==> src/rtl/srs_pkg.sv <==
// ----------------------------------------------------------------------------
// srs_pkg: shared types and constants for the sub-region scale unit
// Sizes, field widths, register indexes and the flag bundle passed from the
// position tracker to the datapath.
// ----------------------------------------------------------------------------
package srs_pkg;

  localparam int MAX_CHANNELS = 1024;
  localparam int MAX_HEIGHT   = 4096;
  localparam int MAX_WIDTH    = 4096;
  localparam int DATA_W       = 16;

  // Widths of the size registers and bound fields.
  localparam int CH_W = 11;
  localparam int HT_W = 13;
  localparam int WD_W = 13;

  // Position counter widths follow from the maximum sizes.
  localparam int CH_POS_W = $clog2(MAX_CHANNELS);
  localparam int HT_POS_W = $clog2(MAX_HEIGHT);
  localparam int WD_POS_W = $clog2(MAX_WIDTH);

  // Q8.8 arithmetic.
  localparam int SCALE_W = 16;
  localparam int FRAC_W  = 8;
  localparam int SUM_W   = DATA_W + SCALE_W + 2;

  // Configuration port.
  localparam int CFG_IDX_W  = 3;
  localparam int CFG_DATA_W = 16;

  typedef enum logic [CFG_IDX_W-1:0] {
    REG_CHANNELS = 3'd0,
    REG_HEIGHT   = 3'd1,
    REG_WIDTH    = 3'd2,
    REG_SCALE    = 3'd3,
    REG_MODE     = 3'd4
  } srs_reg_t;

  localparam logic signed [SCALE_W-1:0] UNITY_SCALE = SCALE_W'(1 << FRAC_W);

  typedef struct packed {
    logic in_box;
    logic inst_end;
  } srs_flags_t;

endpackage

==> src/rtl/sub_region_scale_unit.sv <==
// ----------------------------------------------------------------------------
// sub_region_scale_unit: box-region scaler for a streamed tensor
// Top level: configuration registers, the two-stage pipeline and its control.
// ----------------------------------------------------------------------------
// Elements arrive in storage order (column fastest, then row, then channel)
// and the unit tracks their position itself, wrapping at the configured
// sizes. One element is accepted every cycle when the output is not stalled;
// each result is registered in both stages in turn. The first stage tests
// the position against the box carried by the beat, the second stage does the
// single 16x16 multiply, accumulate, rounding and saturation. Configuration
// writes are always taken and must only be issued while the pipeline is empty.
module sub_region_scale_unit
  import srs_pkg::*;
(
  input  logic                   clk,
  input  logic                   rst_n,
  input  logic                   in_valid,
  output logic                   in_stall,
  input  logic [DATA_W-1:0]      in_sample,
  input  logic [DATA_W-1:0]      in_acc_in,
  input  logic [CH_W-1:0]        in_c_first,
  input  logic [CH_W-1:0]        in_c_last,
  input  logic [HT_W-1:0]        in_h_first,
  input  logic [HT_W-1:0]        in_h_last,
  input  logic [WD_W-1:0]        in_w_first,
  input  logic [WD_W-1:0]        in_w_last,
  output logic                   out_valid,
  input  logic                   out_stall,
  output logic [DATA_W-1:0]      out_result,
  output logic                   out_in_region,
  output logic                   out_instance_end,
  input  logic                   cfg_valid,
  output logic                   cfg_ready,
  input  logic [CFG_IDX_W-1:0]   cfg_index,
  input  logic [CFG_DATA_W-1:0]  cfg_data
);

  logic [CH_W-1:0]           channels_r;
  logic [HT_W-1:0]           height_r;
  logic [WD_W-1:0]           width_r;
  logic signed [SCALE_W-1:0] scale_r;
  logic                      mode_r;

  logic [CH_W-1:0] ch_wr;
  logic [HT_W-1:0] ht_wr;
  logic [WD_W-1:0] wd_wr;

  logic                      s1_valid_r;
  logic signed [DATA_W-1:0]  s1_sample_r;
  logic signed [DATA_W-1:0]  s1_acc_r;
  logic signed [SCALE_W-1:0] s1_factor_r;
  srs_flags_t                s1_flags_r;

  logic                      s2_valid_r;
  logic [DATA_W-1:0]         s2_result_r;
  srs_flags_t                s2_flags_r;

  logic                      adv1, adv2, in_accept;
  srs_flags_t                flags;
  logic signed [DATA_W-1:0]  mac_result;

  // --------------------------------------------------------------------------
  // Configuration
  // --------------------------------------------------------------------------
  assign cfg_ready = 1'b1;

  // Sizes of zero act as one and oversize values act as the maximum.
  assign ch_wr = (cfg_data[CH_W-1:0] == '0) ? CH_W'(1) :
                 (cfg_data[CH_W-1:0] > CH_W'(MAX_CHANNELS)) ? CH_W'(MAX_CHANNELS) :
                 cfg_data[CH_W-1:0];
  assign ht_wr = (cfg_data[HT_W-1:0] == '0) ? HT_W'(1) :
                 (cfg_data[HT_W-1:0] > HT_W'(MAX_HEIGHT)) ? HT_W'(MAX_HEIGHT) :
                 cfg_data[HT_W-1:0];
  assign wd_wr = (cfg_data[WD_W-1:0] == '0) ? WD_W'(1) :
                 (cfg_data[WD_W-1:0] > WD_W'(MAX_WIDTH)) ? WD_W'(MAX_WIDTH) :
                 cfg_data[WD_W-1:0];

  always_ff @(posedge clk) begin
    if (!rst_n) begin
      channels_r <= CH_W'(1);
      height_r   <= HT_W'(1);
      width_r    <= WD_W'(1);
      scale_r    <= UNITY_SCALE;
      mode_r     <= 1'b0;
    end else if (cfg_valid && cfg_ready) begin
      unique case (cfg_index)
        REG_CHANNELS: channels_r <= ch_wr;
        REG_HEIGHT:   height_r   <= ht_wr;
        REG_WIDTH:    width_r    <= wd_wr;
        REG_SCALE:    scale_r    <= cfg_data[SCALE_W-1:0];
        REG_MODE:     mode_r     <= cfg_data[0];
        default: ;
      endcase
    end
  end

  // --------------------------------------------------------------------------
  // Pipeline control
  // --------------------------------------------------------------------------
  assign adv2      = !s2_valid_r || !out_stall;
  assign adv1      = !s1_valid_r || adv2;
  assign in_stall  = !adv1;
  assign in_accept = in_valid && adv1;

  // --------------------------------------------------------------------------
  // Stage 1: position and box test
  // --------------------------------------------------------------------------
  srs_pos u_pos (
    .clk      (clk),
    .rst_n    (rst_n),
    .advance  (in_accept),
    .channels (channels_r),
    .height   (height_r),
    .width    (width_r),
    .c_first  (in_c_first),
    .c_last   (in_c_last),
    .h_first  (in_h_first),
    .h_last   (in_h_last),
    .w_first  (in_w_first),
    .w_last   (in_w_last),
    .flags    (flags)
  );

  always_ff @(posedge clk) begin
    if (!rst_n) begin
      s1_valid_r <= 1'b0;
    end else if (adv1) begin
      s1_valid_r <= in_valid;
    end
  end

  always_ff @(posedge clk) begin
    if (in_accept) begin
      s1_sample_r <= in_sample;
      s1_acc_r    <= mode_r ? in_acc_in : '0;
      s1_factor_r <= flags.in_box ? scale_r : UNITY_SCALE;
      s1_flags_r  <= flags;
    end
  end

  // --------------------------------------------------------------------------
  // Stage 2: arithmetic into the output register
  // --------------------------------------------------------------------------
  srs_mac u_mac (
    .sample (s1_sample_r),
    .acc    (s1_acc_r),
    .factor (s1_factor_r),
    .result (mac_result)
  );

  always_ff @(posedge clk) begin
    if (!rst_n) begin
      s2_valid_r <= 1'b0;
    end else if (adv2) begin
      s2_valid_r <= s1_valid_r;
    end
  end

  always_ff @(posedge clk) begin
    if (adv2 && s1_valid_r) begin
      s2_result_r <= mac_result;
      s2_flags_r  <= s1_flags_r;
    end
  end

  assign out_valid        = s2_valid_r;
  assign out_result       = s2_result_r;
  assign out_in_region    = s2_flags_r.in_box;
  assign out_instance_end = s2_flags_r.inst_end;

  // --------------------------------------------------------------------------
  // Assertions
  // --------------------------------------------------------------------------
  a_reset_empty: assert property (@(posedge clk)
    !rst_n |=> !out_valid)
    else $error("output valid after reset");

  a_stall_full: assert property (@(posedge clk) disable iff (!rst_n)
    in_stall |-> (s1_valid_r && s2_valid_r && out_stall))
    else $error("input stalled while the pipeline has room");

  a_s1_hold: assert property (@(posedge clk) disable iff (!rst_n)
    (s1_valid_r && !adv2) |=> (s1_valid_r && $stable(s1_sample_r) && $stable(s1_flags_r)))
    else $error("first stage lost its beat while held");

endmodule

==> src/rtl/srs_pos.sv <==
// ----------------------------------------------------------------------------
// srs_pos: element position tracker and box test
// Keeps the channel, row and column counters of the current element, tests
// them against the box bounds of the beat and flags the last element.
// ----------------------------------------------------------------------------
module srs_pos
  import srs_pkg::*;
(
  input  logic            clk,
  input  logic            rst_n,
  input  logic            advance,
  input  logic [CH_W-1:0] channels,
  input  logic [HT_W-1:0] height,
  input  logic [WD_W-1:0] width,
  input  logic [CH_W-1:0] c_first,
  input  logic [CH_W-1:0] c_last,
  input  logic [HT_W-1:0] h_first,
  input  logic [HT_W-1:0] h_last,
  input  logic [WD_W-1:0] w_first,
  input  logic [WD_W-1:0] w_last,
  output srs_flags_t      flags
);

  logic [CH_POS_W-1:0] chan_r, chan_nxt;
  logic [HT_POS_W-1:0] row_r, row_nxt;
  logic [WD_POS_W-1:0] col_r, col_nxt;
  logic [CH_W-1:0]     chan_1;
  logic [HT_W-1:0]     row_1;
  logic [WD_W-1:0]     col_1;
  logic                chan_end, row_end, col_end;

  // One-based positions for the bound and size compares.
  assign chan_1 = CH_W'(chan_r) + CH_W'(1);
  assign row_1  = HT_W'(row_r) + HT_W'(1);
  assign col_1  = WD_W'(col_r) + WD_W'(1);

  // A counter left past a shrunken size counts as being at its end.
  assign chan_end = chan_1 >= channels;
  assign row_end  = row_1 >= height;
  assign col_end  = col_1 >= width;

  assign flags.in_box = (chan_1 >= c_first) && (chan_1 <= c_last) &&
                        (row_1 >= h_first) && (row_1 <= h_last) &&
                        (col_1 >= w_first) && (col_1 <= w_last);
  assign flags.inst_end = chan_end && row_end && col_end;

  always_comb begin
    chan_nxt = chan_r;
    row_nxt  = row_r;
    col_nxt  = col_r;
    if (!col_end) begin
      col_nxt = col_1[WD_POS_W-1:0];
    end else begin
      col_nxt = '0;
      if (!row_end) begin
        row_nxt = row_1[HT_POS_W-1:0];
      end else begin
        row_nxt  = '0;
        chan_nxt = chan_end ? '0 : chan_1[CH_POS_W-1:0];
      end
    end
  end

  always_ff @(posedge clk) begin
    if (!rst_n) begin
      chan_r <= '0;
      row_r  <= '0;
      col_r  <= '0;
    end else if (advance) begin
      chan_r <= chan_nxt;
      row_r  <= row_nxt;
      col_r  <= col_nxt;
    end
  end

  // The last element of an instance always returns every counter to zero.
  a_end_wraps: assert property (@(posedge clk) disable iff (!rst_n)
    (advance && flags.inst_end) |=> (chan_r == '0 && row_r == '0 && col_r == '0))
    else $error("instance end did not wrap the position counters");

endmodule

==> src/rtl/srs_mac.sv <==
// ----------------------------------------------------------------------------
// srs_mac: Q8.8 scale, accumulate, round and saturate
// Computes acc*256 + sample*factor, rounds to nearest with ties upward and
// saturates to the signed data range.
// ----------------------------------------------------------------------------
module srs_mac
  import srs_pkg::*;
(
  input  logic signed [DATA_W-1:0]  sample,
  input  logic signed [DATA_W-1:0]  acc,
  input  logic signed [SCALE_W-1:0] factor,
  output logic signed [DATA_W-1:0]  result
);

  localparam logic signed [SUM_W-1:0] RND = SUM_W'(1 << (FRAC_W - 1));

  logic signed [DATA_W+SCALE_W-1:0] prod;
  logic signed [DATA_W+FRAC_W-1:0]  acc_sh;
  logic signed [SUM_W-1:0]          sum;
  logic signed [SUM_W-1:0]          rnd;
  logic [SUM_W-DATA_W:0]            top;
  logic                             ovf;

  assign prod   = sample * factor;
  assign acc_sh = {acc, {FRAC_W{1'b0}}};
  assign sum    = SUM_W'(prod) + SUM_W'(acc_sh) + RND;

  // Arithmetic shift gives the floor, so adding half first rounds ties upward.
  assign rnd = sum >>> FRAC_W;
  assign top = rnd[SUM_W-1:DATA_W-1];
  assign ovf = !((&top) || (~|top));

  assign result = ovf ? {rnd[SUM_W-1], {(DATA_W-1){~rnd[SUM_W-1]}}}
                      : rnd[DATA_W-1:0];

endmodule

==> config.mk <==
export PLATFORM = sky130hd
export DESIGN_NAME = sub_region_scale_unit
export DESIGN_NICKNAME = d
export VERILOG_FILES = /design/src/rtl/srs_pkg.sv /design/src/rtl/sub_region_scale_unit.sv /design/src/rtl/srs_pos.sv /design/src/rtl/srs_mac.sv
export SDC_FILE = /design/constraint.sdc
export NUM_CORES = 1
export LEC_CHECK = 0
export ABC_AREA = 1
export BUFFER_PORTS_ARGS = -buffer_cell sky130_fd_sc_hd__buf_2
export CAP_MARGIN = 15
export CORE_ASPECT_RATIO = 2
export CORE_UTILIZATION = 35
export CTS_BUF_LIST = sky130_fd_sc_hd__clkbuf_8
export DETAILED_ROUTE_END_ITERATION = 10
export GPL_TIMING_DRIVEN = 1
export HOLD_SLACK_MARGIN = 0.02
export MAX_ROUTING_LAYER = met4
export SYNTH_ARGS = -nofsm -noshare
export SYNTH_HDL_FRONTEND = slang
export SYNTH_HIERARCHICAL = 1
export SYNTH_SLANG_ARGS = --single-unit
==> constraint.sdc <==
create_clock -name clk -period 10.8 [get_ports clk]
set_clock_uncertainty 0.05 [all_clocks]
set_input_delay 1.08 -clock clk [delete_from_list [all_inputs] [get_ports clk]]
set_output_delay 1.08 -clock clk [all_outputs]
set_load 0.1 [all_outputs]
== Word level (Yosys, flattened, before mapping) ==
Index checks and enable logic that the tools add are counted.
Operators by class
  add/sub/neg operators: 5
  multiply operators: 1
  $lt $le $gt $ge: 11
  equality and inequality tests: 4
  mux-type cells: 8
  bitwise operators: 1
  reduce and logical (&&, ||, !) cells: 29
Operators with widths (count)
  13-bit greater-or-equal comparator: 4
  34-bit by 9-bit adder with 34-bit output, second input constant: 1
  32-bit by 24-bit adder with 33-bit output: 1
  16-bit by 16-bit multiplier with 32-bit output: 1
  12-bit by 1-bit adder with 13-bit output, second input constant: 2
  13-bit <= comparator: 2
  13-bit two-way mux: 2
  12-bit two-way mux: 2
  11-bit greater-or-equal comparator: 2
  11-bit two-way mux: 2
  16-bit two-way mux: 1
  13-bit > comparator, second input constant: 1
  13-bit logical NOT: 1
  2-bit AND reduction: 6
  10-bit by 1-bit adder with 11-bit output, second input constant: 1
  11-bit > comparator, second input constant: 1
  11-bit <= comparator: 1
  11-bit logical NOT: 1
  11-bit AND reduction: 1
  11-bit OR reduction: 1
  10-bit two-way mux: 1
  1-bit logical AND: 9
  3-bit by 2-bit == test with 1-bit output, second input constant: 2
  1-bit logical NOT: 5
  other kinds (6): 8
Word-level totals
  register bits: 158
  input bits: 130
  output and inout port bits: 21
  logic and storage cells: 77

== Longest topological paths before layout ==
  depth in word-level cells: 7
  mapped depth: 35
  mapped depth without buffers: 32

== Cells and area by module ==
The synthesis kept the hierarchy.
By module, submodules not included
  srs_mac: times used 1, cells an instance 1590, area an instance 11770.0 µm², sequential area each 0.0 µm²
  srs_pos: times used 1, cells an instance 813, area an instance 5057.4 µm², sequential area each 680.7 µm²
  sub_region_scale_unit: times used 1, cells an instance 408, area an instance 4456.8 µm², sequential area each 3163.0 µm²

== Least setup slack after synthesis ==
Ideal clock, no wire load.
  path kind: flip-flop to flip-flop
  from: register s1_sample_r[15]
  to: register s2_result_r[10] (netlist: out_result[10]), data pin
  library setup time: 0.252 ns
  data arrival time: 6.425 ns
  required time: 10.498 ns
  slack: 4.072 ns
  stages on the path, launching flop included: 29
  path buffers: 2
  period minus slack after synthesis: 6.728 ns
  cell sequence: edfxtp_1 > clkbuf_1 > nand2_1 > inv_1 > fa_1 > inv_1 > fa_1 > inv_1 > fa_1 > fa_1 > inv_1 > fa_1 > fa_1 > inv_1 > ha_1 > nand2_1 > nor2_1 > nand2_1 > nor4_2 > nand2_1 > nand2_1 > nand2_1 > nand2_1 > nand2_1 > nor2_1 > nand3_2 > nand3_2 > buf_6 > nand2_1
Between the ends
  cells in the longest elaborated chain, start to end: 7
  elaborated cells on any way between the ends: 9
  those cells by class: add/sub: 2; mul: 1; mux: 1; bitwise: 1; reduce/logical: 4
RTL lines
  start, declared: line sub_region_scale_unit.sv:49  | logic signed [DATA_W-1:0] s1_sample_r;
  start signal, assigned: line sub_region_scale_unit.sv:134  | s1_sample_r <= in_sample;
  16-bit by 16-bit multiplier with 32-bit output (*): line srs_mac.sv:24  | assign prod = sample * factor;
  32-bit by 24-bit adder with 33-bit output (*): line srs_mac.sv:26  | assign sum = SUM_W'(prod) + SUM_W'(acc_sh) + RND;
  34-bit by 9-bit adder with 34-bit output (*): line srs_mac.sv:26
  11-bit OR reduction: line srs_mac.sv:31  | assign ovf = !((&top) || (~|top));
  1-bit logical NOT: line srs_mac.sv:31
  1-bit logical OR: line srs_mac.sv:31
  16-bit two-way mux (*): line srs_mac.sv:33  | assign result = ovf ? {rnd[SUM_W-1], {(DATA_W-1){~rnd[SUM_W-1]}}}
  via mac_result[10]: line sub_region_scale_unit.sv:60  | logic signed [DATA_W-1:0] mac_result;
  end signal, assigned: line sub_region_scale_unit.sv:161  | s2_result_r <= mac_result;
  end, declared: line sub_region_scale_unit.sv:55  | logic [DATA_W-1:0] s2_result_r;
Mark *: on every way through the listed nets, which the timed path passes. The rest lies on a longest branch.
A chain may end at the register's enable or synchronous reset.

== Final worst setup path ==
  from: register s1_sample_r[15]
  to: register s2_result_r[8] (netlist: out_result[8]), data pin
Same word-level chain as after synthesis.

==> impl_metrics.toml <==
[run_status]
status = "finished, final reports clean"

[synthesis]
yosysUniqueCellTypes = 46
synth_fp_nets = 3428
syn-mean-instance-area_um2 = 7.57
async_flop_share = 0
sequential_fraction_of_the_synthesis_area = 0.181
synthesis_warnings = 6
ys.flop_type = "sky130_fd_sc_hd__dfxtp_1"
register_bit_total_from_synthesis = 158
synth_largest_area_cell = "sky130_fd_sc_hd__fa_1"
synthesis.instances = 2811
netlist_top_cells_count = "sky130_fd_sc_hd__inv_1, sky130_fd_sc_hd__nand2_1, sky130_fd_sc_hd__fa_1, sky130_fd_sc_hd__ha_1, sky130_fd_sc_hd__nor2_1"
yosysTopAreaCellShare = 0.270
leading_cell_types_by_total_area_after_synthesis = "sky130_fd_sc_hd__fa_1, sky130_fd_sc_hd__inv_1, sky130_fd_sc_hd__nand2_1"
synth_area_um2 = 21300
synth-edff-count = 68

[drt]
via_count = 17500
drt_wl_total_mm = 62.0
drc_errors = 0
wl_met3_mm = 1.91
avgViaCountPerCell = 4.73
number_of_optimization_iterations_in_the_first_detailed_route_pass = 6
met2RoutedLength_mm = 35.8
top_signal_layer_used = "met4"
wl_per_cell_um = 16.8
route.layer.met1.wl_mm = 19.8
first_iter_violations = 708
number_of_antenna_violating_nets_in_the_routed_design = 0

[setup_path]
ff2ff_setup_slack_ns = 3.23
worstSetupStartpointType = "flop"
cp_slowest_cell = "sky130_fd_sc_hd__edfxtp_1"
critical_path_peak_fanout = 16
critical_path_buf_inv_count = 5
critPathCaptureType = "flop"
cp_slowest_stage_delay_ns = 0.74
path_common_cell = "sky130_fd_sc_hd__nand2_1"
r2r.worst_path.cells = 26
required_ns = 11.04
reg2reg_to = "out_result[8]$_DFFE_PP_"
worst_ep_arrival_time_ns = 7.81
rr_startpoint = "s1_sample_r[15]$_DFFE_PP_"
critical_path_type = "flop to flop"
cp_top_family = "adder cells"

[clock_network]
cts.path.max_buffers = 2
cts_sinks = 158
numCtsBuffers = 17
clock_tree.htree_level_count = 4
ctsRootBufferMaster = "sky130_fd_sc_hd__clkbuf_8"
cts_tree = "yes"
cts.reportedPaths.clkPinSlew_ns = 0.11
cts_resized = 0
post_cts.repair.setup_buffers = 0
clock_latency_ns = 0.55
postCtsHoldBufs = 0

[min_path]
min_delay_path_depth = 0
worst_hold_startpoint = "s1_flags_r[0]$_DFFE_PP_"
min-delay-path-class = "flop to flop"
min_to = "out_instance_end$_DFFE_PP_"

[timing]
rsz_0062_raised_after_global_routing = "false"
timing.fmax_ghz = 0.132
relSlewSlack = 0.313
hold_violations = 0
timing.setup.tns_ns = 0
layout_worst_path_cycle_share = 0.701
setup-violations-final = 0
final_slew_violations = 0
worst_slew_pin_slew_ns = 1.03
timing.final.crit_period_ns = 7.57

[global_routing]
globalRouteTotalUtil = 0.217
globalRouteOverflowTotal = 0
global_route_wire_length_before_repair_mm = 97.3
initial_antenna_violation_count = 6
number_of_global_route_vias_before_repair = 18900
largest_net_degree_at_the_start_of_global_routing = 56

[die]
die_w_um = 176
die_h_um = 351
core-area_um2 = 60100
fp-row-count = 127
floorplan.initialDensity = 0.354
num_io_pins = 151
dieArea_um2 = 61900

[placement]
post-dp-hpwl_mm = 52.1
place.port_buffers = 149
routability_congestion_estimate_from_global_placement = 0.945

[job]
maxCapViolations = 0

[finish]
nNetsFinal = 3524
post_route_cells_drive_above_1_share = 0.0856
layout.filler_cells = 6447
flow.area_growth_from_synthesis_pct = 8.75
[layout make-up]
type	instances	area, um2	share of cell area
Multi-Input combinational cell	1828	14300	0.617
Tap cell	774	968	0.0418
Sequential cell	158	3840	0.166
Timing Repair Buffer	158	821	0.0355
Inverter	744	2800	0.121
Clock buffer	17	234	0.0101
Antenna cell	3	7.51	0.000324
Clock inverter	15	194	0.00838
[metal layers]
layer / up-vias / GRT usage
met1: 8322 / 0.183
met3: 195 / 0.0245
met5: - / -
met2: 445 / 0.432
li1: 8517 / -
met4: 0 / 0.150
[state kept, by name, summed over array words and instances (netlist names)]
signal and cells:
mode_r 1, height_r 13, out_in_region 1, s1_acc_r 16, u_pos/col_r 12, s1_sample_r 16, out_valid 1, u_pos/row_r 12
s1_flags_r 2, width_r 13, s1_valid_r 1, out_instance_end 1, channels_r 11, out_result 16, u_pos/chan_r 10, s1_factor_r 16
scale_r 16
[cells by family (layout without fill, tap and decap cells)]
| logic type | Yosys count | after routing | synth area share |
|---|---|---|---|
| other | 1 | 4 | 0.000176 |
| buffers and inverters | 825 | 934 | 0.149 |
| AND/OR/NAND/NOR | 1072 | 1072 | 0.208 |
| adder cells (fa/ha/maj) | 487 | 487 | 0.388 |
| XOR/XNOR | 45 | 45 | 0.0185 |
| AO/OA/AOI/OAI | 223 | 223 | 0.0561 |
| flip-flops | 158 | 158 | 0.181 |
[how the worst max path moves through the flow]
stage	start	to	slack, ns	depth (start not counted)
after floorplan	s1_sample_r[15]$_DFFE_PP_	out_result[10]$_DFFE_PP_	4.07	28
after global placement	s1_sample_r[15]$_DFFE_PP_	out_result[3]$_DFFE_PP_	3.36	26
after detailed placement	s1_sample_r[15]$_DFFE_PP_	out_result[8]$_DFFE_PP_	3.22	26
after CTS	s1_sample_r[15]$_DFFE_PP_	out_result[8]$_DFFE_PP_	3.19	26
after global routing	s1_sample_r[15]$_DFFE_PP_	out_result[11]$_DFFE_PP_	2.57	26
final	s1_sample_r[15]$_DFFE_PP_	out_result[8]$_DFFE_PP_	3.23	26
[metrics by stage]
stage	std cells	util	hold slack [ns]	setup WS (ns)	area (um2)
2_1_floorplan	2811	-	0.350	4.07	21300
6_report	3697	0.385	0.387	3.23	23100
3_5_place_dp	3661	0.378	0.357	3.22	22700
5_1_grt	3697	0.385	0.407	2.57	23100
4_1_cts	3693	0.385	0.392	3.19	23100
3_3_place_gp	3661	0.378	0.364	3.36	22700
[placed cells by master, fill, tap and decap left out, types with 3 or more instances in the layout]
cell type	count
sky130_fd_sc_hd__inv_6	4
sky130_fd_sc_hd__o21bai_1	7
sky130_fd_sc_hd__nor3_1	14
sky130_fd_sc_hd__o21ai_0	40
sky130_fd_sc_hd__nand2_2	13
sky130_fd_sc_hd__xor2_1	28
sky130_fd_sc_hd__nand3_1	83
sky130_fd_sc_hd__diode_2	3
sky130_fd_sc_hd__fa_1	287
sky130_fd_sc_hd__ha_1	200
sky130_fd_sc_hd__dfxtp_1	90
sky130_fd_sc_hd__or2_2	7
sky130_fd_sc_hd__nor2_1	165
sky130_fd_sc_hd__nand2_1	738
sky130_fd_sc_hd__buf_2	149
sky130_fd_sc_hd__a21oi_1	136
sky130_fd_sc_hd__buf_4	8
sky130_fd_sc_hd__a31oi_1	4
sky130_fd_sc_hd__nand3_2	4
sky130_fd_sc_hd__a21o_1	3
sky130_fd_sc_hd__nor3_2	4
sky130_fd_sc_hd__o21ai_1	18
sky130_fd_sc_hd__clkinv_8	4
sky130_fd_sc_hd__inv_8	5
sky130_fd_sc_hd__a21oi_2	8
sky130_fd_sc_hd__nor2_2	5
sky130_fd_sc_hd__edfxtp_1	68
sky130_fd_sc_hd__inv_1	737
sky130_fd_sc_hd__nor2_4	3
sky130_fd_sc_hd__xnor2_1	17
sky130_fd_sc_hd__inv_2	5
sky130_fd_sc_hd__nand4_1	21
sky130_fd_sc_hd__nand3b_1	4
sky130_fd_sc_hd__clkbuf_8	17
Power is left out: the tool's default activity adds up to more than one toggle a clock period on the data nets, which glitch-free logic cannot reach.
